--- config.mk ---
export PLATFORM = sky130hd
export DESIGN_NAME = silence_timeout_detector_top
export DESIGN_NICKNAME = d
export VERILOG_FILES = /design/src/sv/silto_pkg.sv /design/src/sv/silto_front.sv /design/src/sv/silto_accum.sv /design/src/sv/silto_mult.sv /design/src/sv/silto_decide.sv /design/src/sv/silence_timeout_detector_top.sv
export SDC_FILE = /design/constraint.sdc
export NUM_CORES = 2
export LEC_CHECK = 0
export BUFFER_PORTS_ARGS = -buffer_cell sky130_fd_sc_hd__buf_2
export CAP_MARGIN = 20
export CORE_AREA = 4 4 361 434
export CTS_BUF_LIST = sky130_fd_sc_hd__clkbuf_16
export CTS_CLUSTER_SIZE = 8
export DETAILED_ROUTE_END_ITERATION = 12
export DIE_AREA = 0 0 365 438
export MAX_ROUTING_LAYER = met4
export SKIP_CTS_REPAIR_TIMING = 1
export SLEW_MARGIN = 5
export SYNTH_ARGS = -nofsm -noshare
export SYNTH_HDL_FRONTEND = slang
export SYNTH_HIERARCHICAL = 1
export SYNTH_SLANG_ARGS = --single-unit
--- constraint.sdc ---
create_clock -name clk -period 24.2 [get_ports clk]
set_input_delay 4.84 -clock clk [delete_from_list [all_inputs] [get_ports clk]]
set_output_delay 4.84 -clock clk [all_outputs]
set_load 0.005 [all_outputs]
--- src/sv/silto_pkg.sv ---
// Shared types and constants for the silence timeout detector.
`timescale 1ns / 1ps

package silto_pkg;

  typedef enum logic [1:0] {
    OP_SAMPLE  = 2'd0,
    OP_ELEMENT = 2'd1,
    OP_TICK    = 2'd2,
    OP_RESTART = 2'd3
  } opcode_t;

  typedef enum logic {
    CFG_LOUD_THRESHOLD = 1'b0,
    CFG_SILENCE_LIMIT  = 1'b1
  } cfg_index_t;

  localparam int DATA_W    = 16;
  localparam int MAG_W     = 17;  // |-32768| needs one more bit
  localparam int SQ_W      = 31;  // 32768^2 = 2^30
  localparam int T2_W      = 32;  // threshold register squared
  localparam int ELAPSED_W = 16;

  localparam logic [DATA_W-1:0] THRESHOLD_RESET = 16'd328;
  localparam logic [DATA_W-1:0] LIMIT_RESET     = 16'd2000;
  localparam logic [T2_W-1:0]   T2_RESET        = 32'd107584;  // 328 * 328

  typedef struct packed {
    opcode_t          op;
    logic             last;
    logic [MAG_W-1:0] mag;
    logic [SQ_W-1:0]  sq;
  } front_t;

  typedef struct packed {
    opcode_t op;
    logic    last;
    logic    loud;  // single-sample loudness
  } ctrl_t;

endpackage

--- src/sv/silto_front.sv ---
// Input register: captures a request and forms its magnitude and square.
`timescale 1ns / 1ps

module silto_front import silto_pkg::*; (
  input  logic                     clk,
  input  logic                     rst,
  input  logic                     in_valid,
  output logic                     in_ready,
  input  logic [1:0]               opcode,
  input  logic signed [DATA_W-1:0] sample,
  input  logic                     last,
  output front_t                   item,
  output logic                     item_valid,
  input  logic                     item_ready
);

  logic signed [MAG_W-1:0] s_ext;
  logic [MAG_W-1:0]        mag;
  logic [2*MAG_W-1:0]      sq_full;

  assign s_ext    = {sample[DATA_W-1], sample};
  assign mag      = sample[DATA_W-1] ? MAG_W'(-s_ext) : MAG_W'(s_ext);
  assign sq_full  = mag * mag;
  assign in_ready = !item_valid || item_ready;

  always_ff @(posedge clk) begin
    if (rst) begin
      item_valid <= 1'b0;
    end else if (in_ready) begin
      item_valid <= in_valid;
    end
    if (in_valid && in_ready) begin
      item.op   <= opcode_t'(opcode);
      item.last <= last;
      item.mag  <= mag;
      item.sq   <= sq_full[SQ_W-1:0];
    end
  end

endmodule

--- src/sv/silto_accum.sv ---
// Buffer accumulator: running sum of squares and element count.
`timescale 1ns / 1ps

module silto_accum import silto_pkg::*; #(
  parameter int MAX_BUFFER_LEN = 4096,
  parameter int CNT_W          = $clog2(MAX_BUFFER_LEN + 1),
  parameter int SUM_W          = SQ_W - 1 + CNT_W
) (
  input  logic              clk,
  input  logic              rst,
  input  logic [DATA_W-1:0] threshold,
  input  front_t            item,
  input  logic              item_valid,
  output logic              item_ready,
  output ctrl_t             ctrl,
  output logic [SUM_W-1:0]  sum_out,
  output logic [CNT_W-1:0]  cnt_out,
  output logic              out_valid,
  input  logic              out_ready
);

  logic [SUM_W-1:0] sum, sum_acc, sum_next;
  logic [CNT_W-1:0] cnt, cnt_acc, cnt_next;
  logic             room;
  logic             go;

  assign item_ready = !out_valid || out_ready;
  assign go         = item_valid && item_ready;

  // past the buffer limit, elements are dropped but last still closes it
  assign room    = cnt < CNT_W'(MAX_BUFFER_LEN);
  assign sum_acc = room ? sum + SUM_W'(item.sq) : sum;
  assign cnt_acc = room ? cnt + CNT_W'(1) : cnt;

  always_comb begin
    sum_next = sum;
    cnt_next = cnt;
    unique case (item.op) inside
      OP_ELEMENT: begin
        if (item.last) begin
          sum_next = '0;
          cnt_next = '0;
        end else begin
          sum_next = sum_acc;
          cnt_next = cnt_acc;
        end
      end
      OP_RESTART: begin
        sum_next = '0;
        cnt_next = '0;
      end
      OP_SAMPLE, OP_TICK: begin
        sum_next = sum;
        cnt_next = cnt;
      end
      default: begin
        sum_next = sum;
        cnt_next = cnt;
      end
    endcase
  end

  always_ff @(posedge clk) begin
    if (rst) begin
      sum       <= '0;
      cnt       <= '0;
      out_valid <= 1'b0;
    end else begin
      if (item_ready) begin
        out_valid <= item_valid;
      end
      if (go) begin
        sum <= sum_next;
        cnt <= cnt_next;
      end
    end
    if (go) begin
      ctrl.op   <= item.op;
      ctrl.last <= item.last;
      ctrl.loud <= item.mag >= MAG_W'(threshold);
      sum_out   <= sum_acc;
      cnt_out   <= cnt_acc;
    end
  end

  a_cnt_bound: assert property (@(posedge clk) disable iff (rst)
    cnt <= CNT_W'(MAX_BUFFER_LEN))
    else $error("element count above buffer limit");

  a_restart_clears: assert property (@(posedge clk) disable iff (rst)
    go && item.op == OP_RESTART |=> cnt == '0 && sum == '0)
    else $error("restart left a partial buffer");

endmodule

--- src/sv/silto_mult.sv ---
// Product stage: squared threshold times element count for the buffer compare.
`timescale 1ns / 1ps

module silto_mult import silto_pkg::*; #(
  parameter int CNT_W = 13,
  parameter int SUM_W = SQ_W - 1 + CNT_W
) (
  input  logic             clk,
  input  logic             rst,
  input  logic [T2_W-1:0]  t2,
  input  ctrl_t            ctrl_in,
  input  logic [SUM_W-1:0] sum_in,
  input  logic [CNT_W-1:0] cnt_in,
  input  logic             in_valid,
  output logic             in_ready,
  output ctrl_t            ctrl_out,
  output logic [SUM_W-1:0] sum_out,
  output logic [T2_W+CNT_W-1:0] prod_out,
  output logic             out_valid,
  input  logic             out_ready
);

  localparam int PROD_W = T2_W + CNT_W;

  logic go;

  assign in_ready = !out_valid || out_ready;
  assign go       = in_valid && in_ready;

  always_ff @(posedge clk) begin
    if (rst) begin
      out_valid <= 1'b0;
    end else if (in_ready) begin
      out_valid <= in_valid;
    end
    if (go) begin
      ctrl_out <= ctrl_in;
      sum_out  <= sum_in;
      prod_out <= PROD_W'(t2) * PROD_W'(cnt_in);
    end
  end

endmodule

--- src/sv/silto_decide.sv ---
// Decision stage: loud/quiet flags, elapsed time, one-shot timeout, result register.
`timescale 1ns / 1ps

module silto_decide import silto_pkg::*; #(
  parameter int SUM_W  = 43,
  parameter int PROD_W = 45
) (
  input  logic                 clk,
  input  logic                 rst,
  input  logic [DATA_W-1:0]    limit,
  input  ctrl_t                ctrl,
  input  logic [SUM_W-1:0]     sum,
  input  logic [PROD_W-1:0]    prod,
  input  logic                 in_valid,
  output logic                 in_ready,
  output logic                 silent,
  output logic                 timeout_pulse,
  output logic                 timed_out,
  output logic [ELAPSED_W-1:0] silence_ms,
  output logic                 out_valid,
  input  logic                 out_ready
);

  logic [ELAPSED_W-1:0] elapsed_ms, elapsed_ms_next;
  logic                 silent_flag, silent_flag_next;
  logic                 fired_flag, fired_flag_next;
  logic                 pulse;
  logic                 decision;
  logic                 loud;
  logic                 go;

  assign in_ready = !out_valid || out_ready;
  assign go       = in_valid && in_ready;

  assign decision = ctrl.op == OP_SAMPLE || (ctrl.op == OP_ELEMENT && ctrl.last);
  // buffer: sum of squares against threshold^2 * count, exact
  assign loud     = (ctrl.op == OP_SAMPLE) ? ctrl.loud : (PROD_W'(sum) >= prod);

  always_comb begin
    elapsed_ms_next  = elapsed_ms;
    silent_flag_next = silent_flag;
    fired_flag_next  = fired_flag;
    pulse            = 1'b0;
    unique case (ctrl.op) inside
      OP_SAMPLE, OP_ELEMENT: begin
        if (decision) begin
          if (loud) begin
            elapsed_ms_next  = '0;
            silent_flag_next = 1'b0;
            fired_flag_next  = 1'b0;
          end else begin
            silent_flag_next = 1'b1;
            if (!fired_flag && elapsed_ms >= limit) begin
              fired_flag_next = 1'b1;
              pulse           = 1'b1;
            end
          end
        end
      end
      OP_TICK: begin
        if (elapsed_ms != '1) begin
          elapsed_ms_next = elapsed_ms + ELAPSED_W'(1);
        end
      end
      OP_RESTART: begin
        elapsed_ms_next  = '0;
        silent_flag_next = 1'b0;
        fired_flag_next  = 1'b0;
      end
      default: begin
        elapsed_ms_next = elapsed_ms;
      end
    endcase
  end

  always_ff @(posedge clk) begin
    if (rst) begin
      elapsed_ms  <= '0;
      silent_flag <= 1'b0;
      fired_flag  <= 1'b0;
      out_valid   <= 1'b0;
    end else begin
      if (in_ready) begin
        out_valid <= in_valid;
      end
      if (go) begin
        elapsed_ms  <= elapsed_ms_next;
        silent_flag <= silent_flag_next;
        fired_flag  <= fired_flag_next;
      end
    end
    if (go) begin
      silent        <= silent_flag_next;
      timeout_pulse <= pulse;
      timed_out     <= fired_flag_next;
      silence_ms    <= elapsed_ms_next;
    end
  end

  a_pulse_flags: assert property (@(posedge clk) disable iff (rst)
    out_valid && timeout_pulse |-> timed_out && silent)
    else $error("timeout pulse without sticky and silent flags");

  a_fired_silent: assert property (@(posedge clk) disable iff (rst)
    fired_flag |-> silent_flag)
    else $error("fired flag set while not silent");

  a_loud_clears: assert property (@(posedge clk) disable iff (rst)
    go && decision && loud |=> elapsed_ms == '0 && !fired_flag && !silent_flag)
    else $error("loud decision did not clear state");

endmodule

--- src/sv/silence_timeout_detector_top.sv ---
// Silence timeout detector: top level with configuration registers.
//
// Requests enter on in_valid/in_ready carrying opcode, sample and last:
// single sample, buffer element, millisecond tick or restart. Every request
// yields exactly one result on out_valid/out_ready: silent, timeout_pulse,
// timed_out and silence_ms as they stand after that request.
// Throughput is one request per cycle while out_ready is high. Each
// request passes through four registers in a row: input register with
// the sample square, buffer accumulator, threshold-product multiplier
// (squared threshold times element count), decision register.
// If the receiver holds out_ready low, the four registers fill and
// in_ready falls; nothing is dropped and work resumes as soon as the
// result is taken.
// Configuration writes (cfg_we, cfg_index, cfg_data) take effect at once;
// the squared threshold is formed at the write. Write only when no request
// is in flight.
// Reset (rst, synchronous) empties the pipeline, clears all flags, the
// elapsed count and any partial buffer, and restores threshold 328 and
// limit 2000 ms.
`timescale 1ns / 1ps

module silence_timeout_detector_top import silto_pkg::*; #(
  parameter int MAX_BUFFER_LEN = 4096
) (
  input  logic                     clk,
  input  logic                     rst,
  input  logic                     cfg_we,
  input  logic                     cfg_index,
  input  logic [DATA_W-1:0]        cfg_data,
  input  logic                     in_valid,
  output logic                     in_ready,
  input  logic [1:0]               opcode,
  input  logic signed [DATA_W-1:0] sample,
  input  logic                     last,
  output logic                     out_valid,
  input  logic                     out_ready,
  output logic                     silent,
  output logic                     timeout_pulse,
  output logic                     timed_out,
  output logic [ELAPSED_W-1:0]     silence_ms
);

  localparam int CNT_W  = $clog2(MAX_BUFFER_LEN + 1);
  localparam int SUM_W  = SQ_W - 1 + CNT_W;
  localparam int PROD_W = T2_W + CNT_W;

  logic [DATA_W-1:0] threshold;
  logic [DATA_W-1:0] limit;
  logic [T2_W-1:0]   t2;

  front_t            f_item;
  logic              f_valid, f_ready;
  ctrl_t             a_ctrl;
  logic [SUM_W-1:0]  a_sum;
  logic [CNT_W-1:0]  a_cnt;
  logic              a_valid, a_ready;
  ctrl_t             m_ctrl;
  logic [SUM_W-1:0]  m_sum;
  logic [PROD_W-1:0] m_prod;
  logic              m_valid, m_ready;

  always_ff @(posedge clk) begin
    if (rst) begin
      threshold <= THRESHOLD_RESET;
      limit     <= LIMIT_RESET;
      t2        <= T2_RESET;
    end else if (cfg_we) begin
      unique case (cfg_index_t'(cfg_index))
        CFG_LOUD_THRESHOLD: begin
          threshold <= cfg_data;
          t2        <= T2_W'(cfg_data) * T2_W'(cfg_data);
        end
        CFG_SILENCE_LIMIT: begin
          limit <= cfg_data;
        end
        default: begin
          limit <= limit;
        end
      endcase
    end
  end

  silto_front u_front (
    .clk        (clk),
    .rst        (rst),
    .in_valid   (in_valid),
    .in_ready   (in_ready),
    .opcode     (opcode),
    .sample     (sample),
    .last       (last),
    .item       (f_item),
    .item_valid (f_valid),
    .item_ready (f_ready)
  );

  silto_accum #(
    .MAX_BUFFER_LEN (MAX_BUFFER_LEN),
    .CNT_W          (CNT_W),
    .SUM_W          (SUM_W)
  ) u_accum (
    .clk        (clk),
    .rst        (rst),
    .threshold  (threshold),
    .item       (f_item),
    .item_valid (f_valid),
    .item_ready (f_ready),
    .ctrl       (a_ctrl),
    .sum_out    (a_sum),
    .cnt_out    (a_cnt),
    .out_valid  (a_valid),
    .out_ready  (a_ready)
  );

  silto_mult #(
    .CNT_W (CNT_W),
    .SUM_W (SUM_W)
  ) u_mult (
    .clk       (clk),
    .rst       (rst),
    .t2        (t2),
    .ctrl_in   (a_ctrl),
    .sum_in    (a_sum),
    .cnt_in    (a_cnt),
    .in_valid  (a_valid),
    .in_ready  (a_ready),
    .ctrl_out  (m_ctrl),
    .sum_out   (m_sum),
    .prod_out  (m_prod),
    .out_valid (m_valid),
    .out_ready (m_ready)
  );

  silto_decide #(
    .SUM_W  (SUM_W),
    .PROD_W (PROD_W)
  ) u_decide (
    .clk           (clk),
    .rst           (rst),
    .limit         (limit),
    .ctrl          (m_ctrl),
    .sum           (m_sum),
    .prod          (m_prod),
    .in_valid      (m_valid),
    .in_ready      (m_ready),
    .silent        (silent),
    .timeout_pulse (timeout_pulse),
    .timed_out     (timed_out),
    .silence_ms    (silence_ms),
    .out_valid     (out_valid),
    .out_ready     (out_ready)
  );

endmodule
==> Yosys cells after proc, flatten, opt, wreduce, memory -nomap -nowiden <==
Index checks and enable logic that the tools add are counted.
{ "classes": {"n_reduce_logical": 23, "order_cmp": 4, "mul": 3, "add_sub_neg": 4, "bitwise": 3, "n_eq_ne": 6, "n_mux": 20} }
{ "ops": {"columns": ["cell", "count"], "rows": [
  ["two-way mux 43 bit", 2],
  ["one-hot mux 43 bit (2 select lines)", 1],
  ["two-way mux 16 bit", 3],
  ["one-hot mux 16 bit (3 select lines)", 1],
  [">= comparator 43 x 45 -> 1 bit", 1],
  ["multiplier 32 x 13 -> 45 bit", 1],
  ["adder 43 x 31 -> 43 bit", 1],
  ["multiplier 16 x 16 -> 32 bit", 1],
  ["multiplier 17 x 17 -> 31 bit", 1],
  ["two-way mux 13 bit", 2],
  ["one-hot mux 13 bit (2 select lines)", 1],
  [">= comparator 17 x 16 -> 1 bit", 1],
  ["two-way mux 17 bit", 1],
  ["negation 16 -> 17 bit", 1],
  ["adder 16 x 1 -> 16 bit (second input constant)", 1],
  [">= comparator 16 bit", 1],
  ["inequality test 16 bit (second input constant)", 1],
  ["adder 13 x 1 -> 13 bit (second input constant)", 1],
  ["less-than comparator 13 bit (second input constant)", 1],
  ["two-way mux 1 bit", 7],
  ["== test 2 bit (second input constant)", 3],
  ["logical AND 1 bit", 6],
  ["AND reduction 2 bit", 3],
  ["zero test 1 bit", 5],
  ["8 further kinds", 16]
]} }
{ "totals": {"elab_cells": 93, "in_bits": 41, "regBits": 364} }

==> Longest topological paths before layout <==
{ "depth": {"word_depth": 6, "depth_mapped": 29, "mapped_depth_nobuf": 27} }

==> By module <==
Netlist, hierarchy kept.
{ "by_module_without_submodules": {"columns": ["mod", "cells_per_inst", "n_inst", "seq_area_each_um2", "area_each_um2"], "rows": [
  ["silto_mult", 1621, 1, 2782.7, 15795.1],
  ["silence_timeout_detector_top", 1141, 1, 1241.2, 9731.8],
  ["silto_front", 986, 1, 1491.4, 9589.2],
  ["silto_accum", 708, 1, 2942.8, 6861.6],
  ["silto_decide", 452, 1, 950.9, 3575.9]
]} }

==> Worst setup path before layout <==
No wires, ideal clock.
{ "synth_path": {"kind": "input to register", "startpoint": "input port sample[10]", "endpoint": "register, netlist name u_front/item[30]", "arrival_time_ns": 11.513, "setup_slack_ns": 12.429, "n_path_buf": 1, "required_time_ns": 23.942, "setup_time_ns": 0.258, "cell_stages": 23, "cell_sequence": "or4_4 -> or3_4 -> o21a_1 -> xor2_1 -> clkbuf_1 -> nand2_1 -> fa_1 -> fa_1 -> fa_1 -> inv_1 -> fa_1 -> fa_1 -> inv_1 -> fa_1 -> inv_1 -> ha_1 -> a211oi_1 -> nand3_1 -> or3_1 -> o31a_1 -> a31oi_1 -> a211o_1 -> xnor2_1"} }
{ "synth_between": {"elab_chain_len": 3} }
{ "synth_lines": {"columns": ["element", "line_no", "text"], "rows": [
  ["from (decl)", "silence_timeout_detector_top.sv:33", "input logic signed [DATA_W-1:0] sample,"],
  ["negation 16 -> 17 bit", "silto_front.sv:22", "assign mag = sample[DATA_W-1] ? MAG_W'(-s_ext) : MAG_W'(s_ext);"],
  ["two-way mux 17 bit", "silto_front.sv:22", null],
  ["named net u_front.mag[13]", "silto_front.sv:18", "logic [MAG_W-1:0] mag;"],
  ["multiplier 17 x 17 -> 31 bit", "silto_front.sv:23", "assign sq_full = mag * mag;"],
  ["named net u_front.sq_full[30]", "silto_front.sv:19", "logic [2*MAG_W-1:0] sq_full;"]
]} }
The timed path passes the listed nets, and every way through them passes these cells.
A chain may end at the register's enable or synchronous reset.

==> Worst setup path after layout <==
{ "layout_path": {"startpoint": "input port sample[3]", "endpoint": "register, netlist name u_front/item[30]"} }
{ "layout_between": {"elab_chain_len": 3} }
{ "layout_lines": {"columns": ["element", "line_no"], "rows": [
  ["negation 16 -> 17 bit", "silto_front.sv:22"],
  ["two-way mux 17 bit", "silto_front.sv:22"],
  ["named net u_front.mag[9]", "silto_front.sv:18"],
  ["multiplier 17 x 17 -> 31 bit", "silto_front.sv:23"],
  ["named net u_front.sq_full[30]", "silto_front.sv:19"]
]} }
The timed path passes the listed nets, and every way through them passes these cells.

==> impl_summary.md <==
Setup path
The critical-path cell with the highest stage delay is fa_1. The dominant delay contributor by cell family on the critical path is adder cells. The cell occurring most often along the worst timing path is fa_1. The critical path is of the primary input to flop type.

STA classifies the critical path endpoint as a flop. The critical path startpoint category is a primary input. The cell count of the worst reg-to-reg path is 20. The sum of buffers and inverters on the critical path is 7.

The flop-to-flop setup slack is between 15 and 20 ns. The worst register-to-register path ends at u_mult/prod_out[44]. The startpoint of the worst register-to-register path is u_accum/cnt_out[4]. In this design, the stage delay of the slowest critical-path cell is around 0.55 ns. The critical path data required time is 24.54 ns.

The largest driver fanout on the critical path is 11. Data arrives at the worst endpoint at around 13 ns.

Global route
The global-route wire length before repair is roughly 180 mm. The via count of the first global-routing pass is around 35000. The number of antenna violations at the first check in global routing came to 5. Global routing finished with a remaining overflow of 0.

Entering global routing, the biggest net connects around 80 pins. In the global route stage, overall resource usage came out at 0.1455.

Timing
Between clock sinks in the finished design, the worst skew comes to roughly 0.022 ns. Derived from the worst setup path, the maximum achievable clock frequency is 81.83 MHz. The minimum clock period is 12.22 ns. The summed negative setup slack over all endpoints is 0 ns. The number of hold violations in the final report is 0. Setup repair after global routing left no endpoint under its margin. Across all hold checks on the routed design, the worst slack comes to between 0.4 and 0.5 ns. The final max-slew violation count is 0. In this run the tightest slew margin relative to its limit is 0.3461. Of the available clock period, the critical path in the final layout requires 0.5050.

The total of endpoints with negative setup slack in the final report is 0. At the pin with the least slew margin, the transition time is around 1 ns.

Clock network
The depth of the CTS H-tree is 2. The root buffer cell is clkbuf_16. The worst-skew pair later-pin latency is 0.60 ns. TritonCTS built the clock tree.

Clock-pin slew was measured on the worst setup and hold paths at 0.05 ns. The clock tree buffer depth is 3. TritonCTS created between 50 and 60 clock buffers. The number of sinks handled by clock tree synthesis is between 300 and 400.

Die
The boundary pin count is 62. The vertical extent of the die is 438 um. The die width is 365 um.

The number of rows in the core area is 157. The die covers roughly 160000 um2. The initial core utilization is 0.2992.

The core region is ~150000 um2.

Layout
The finished layout holds 6929 standard cells, fillers aside. The proportion of layout cells with a drive suffix above 1 is 0.05082. Compared with the post-synthesis result, the final layout area differs by 8.800%. The filler cell count in the final layout is about 16000. For this run, the post-layout net count is ~6000.

Detailed routing
The number of remaining DRC errors is 0. Once detail routing completed, the nets flagged for antenna violations numbered 0. After detailed routing, the total wire length is 110.6 mm. The count of routing violations after the opening detailed-route iteration is about 2000. The routed layout has about 33000 vias. The per-cell via count in the routed design is 4.731. For this run, the detailed router's first-pass iteration total came to 5.

After detailed routing, the average wire length per cell comes to 15.95 um.

Yosys
The dominant register cell in the synthesized netlist is edfxtp_1. The Yosys warning count is 6. The fraction of synthesized cell area taken by the top area cell type is 0.3019. The number of storage elements in the synthesis netlist is 360. The synthesized netlist contains about 120 unique library cells. The most common cell in the synthesized netlist is inv_1. In this run, synthesis inferred 220 flip-flops with an integrated enable.

The number of standard cells after synthesis is 4908. The share of the Yosys chip area taken by registers is 0.2065. The synthesized area per cell is a little over 9 um2. The total standard cell area after synthesis is ~46000 um2. Of all cell types, the one taking the most synthesized area is fa_1. Sorting the synthesized cells by how often they occur yields inv_1 (1019), fa_1 (687), nand2_1 (639). Sorting the synthesized cells by area gives the leading types as fa_1 (30%), edfxtp_1 (15%), ha_1 (11%). In the synthesized netlist the async set-or-reset flop fraction comes to 0.

Placement
The number of port buffers is about 60. Routability-driven placement finished with a final weighted congestion of 0.8632. Detailed placement finished with a half-perimeter wire length of around 86 mm. Including well taps, the total number of placed cells is approximately 6800.

Run
The number of violations of the max-capacitance limit is 0.

Run status
The flow ran to the end, and the final reports show no timing, DRC or antenna violations.

Hold path
Counting instances, the worst hold path has a depth of 0. The path class of the lowest-slack min-delay path is flop to flop. The hold path startpoint is u_accum/sum_out[31].

The terminating pin of the worst hold path is u_mult/sum_out[31].
[cell families after synthesis]
| kind of cell | after synthesis | synth area share |
|---|---|---|
| and+or+nand+nor | 1341 | 0.1405 |
| AOI/OAI and AO/OA | 728 | 0.1072 |
| xor gates and xnor gates | 162 | 0.03156 |
| other | 3 | 0.0002472 |
| adders and majority gates | 1080 | 0.4099 |
| muxes | 10 | 0.002362 |
| buffers and inverters | 1224 | 0.1018 |
| DFF | 360 | 0.2065 |
[placed cells by master (no fill, tap or decap), types with 23 or more instances in the layout]
cell / instances
inv_1: 1053
fa_1: 687
nand2_1: 639
ha_1: 393
and2_1: 253
a21oi_1: 234
edfxtp_1: 220
nor2_1: 167
dfxtp_1: 139
o21ai_0: 113
xnor2_1: 105
a21o_1: 72
nand3_1: 61
buf_2: 60
xor2_1: 56
clkbuf_16: 53
a31oi_1: 44
conb_1: 40
nor3_1: 38
nand4_1: 36
buf_4: 36
o211ai_1: 26
o31ai_1: 25
nor2b_1: 23
[metal layers]
| metal | GRT usage | share of wire | up-vias |
|---|---|---|---|
| met4 | 0.05500 | 0.038 | 0 |
| met2 | 0.2477 | 0.50 | 671 |
| met1 | 0.1796 | 0.43 | 16390 |
| met5 | - | 0 | - |
| li1 | - | - | 15520 |
| met3 | 0.01323 | 0.036 | 196 |
[state kept, by name, indices dropped and copies added, names as in the netlist, 4 cells and up]
name / cells
u_front/item: 49
u_mult/prod_out: 45
u_accum/sum: 43
u_accum/sum_out: 43
u_mult/sum_out: 43
t2: 30
limit: 16
threshold: 16
u_decide/elapsed_ms: 16
u_decide/silence_ms: 16
u_accum/cnt: 13
u_accum/cnt_out: 13
u_accum/ctrl: 4
u_mult/ctrl_out: 4
[metrics by stage]
stage | instance area, um2 | utilization | setup slack (ns)
3_3_place_gp | 47960 | 0.3150 | 11.48
2_1_floorplan | 45690 | - | 12.43
6_report | 49560 | 0.3256 | 11.98
5_1_grt | 49560 | 0.3256 | 11.44
4_1_cts | 49460 | 0.3249 | 11.97
3_5_place_dp | 47970 | 0.3151 | 11.33
[how the worst max path moves through the flow]
stage	slack (ns)	start	cells past startpoint	end
after floorplan	12.43	sample[10]	23	u_front/item[30]
after global placement	11.48	sample[10]	23	u_front/item[30]
after detailed placement	11.33	sample[3]	27	u_front/item[30]
after CTS	11.97	sample[3]	27	u_front/item[30]
after global routing	11.44	sample[2]	27	u_front/item[30]
final	11.98	sample[3]	27	u_front/item[30]
[area by class of cell]
cell class / count / area [um2] / share of cell area
diodes: 3 / 7.507 / 0.0001515
flip-flops and latches: 360 / 9410 / 0.1899
inverters: 1025 / 3847 / 0.07763
multi-input cells: 3361 / 31660 / 0.6388
repair buffers: 100 / 656.9 / 0.01325
well taps: 1987 / 2486 / 0.05016
clock buffers: 53 / 1326 / 0.02676
clock inverters: 40 / 165.2 / 0.003332
Power is left out: the tool's default activity adds up to more than one toggle a clock period on the data nets, which glitch-free logic cannot reach.
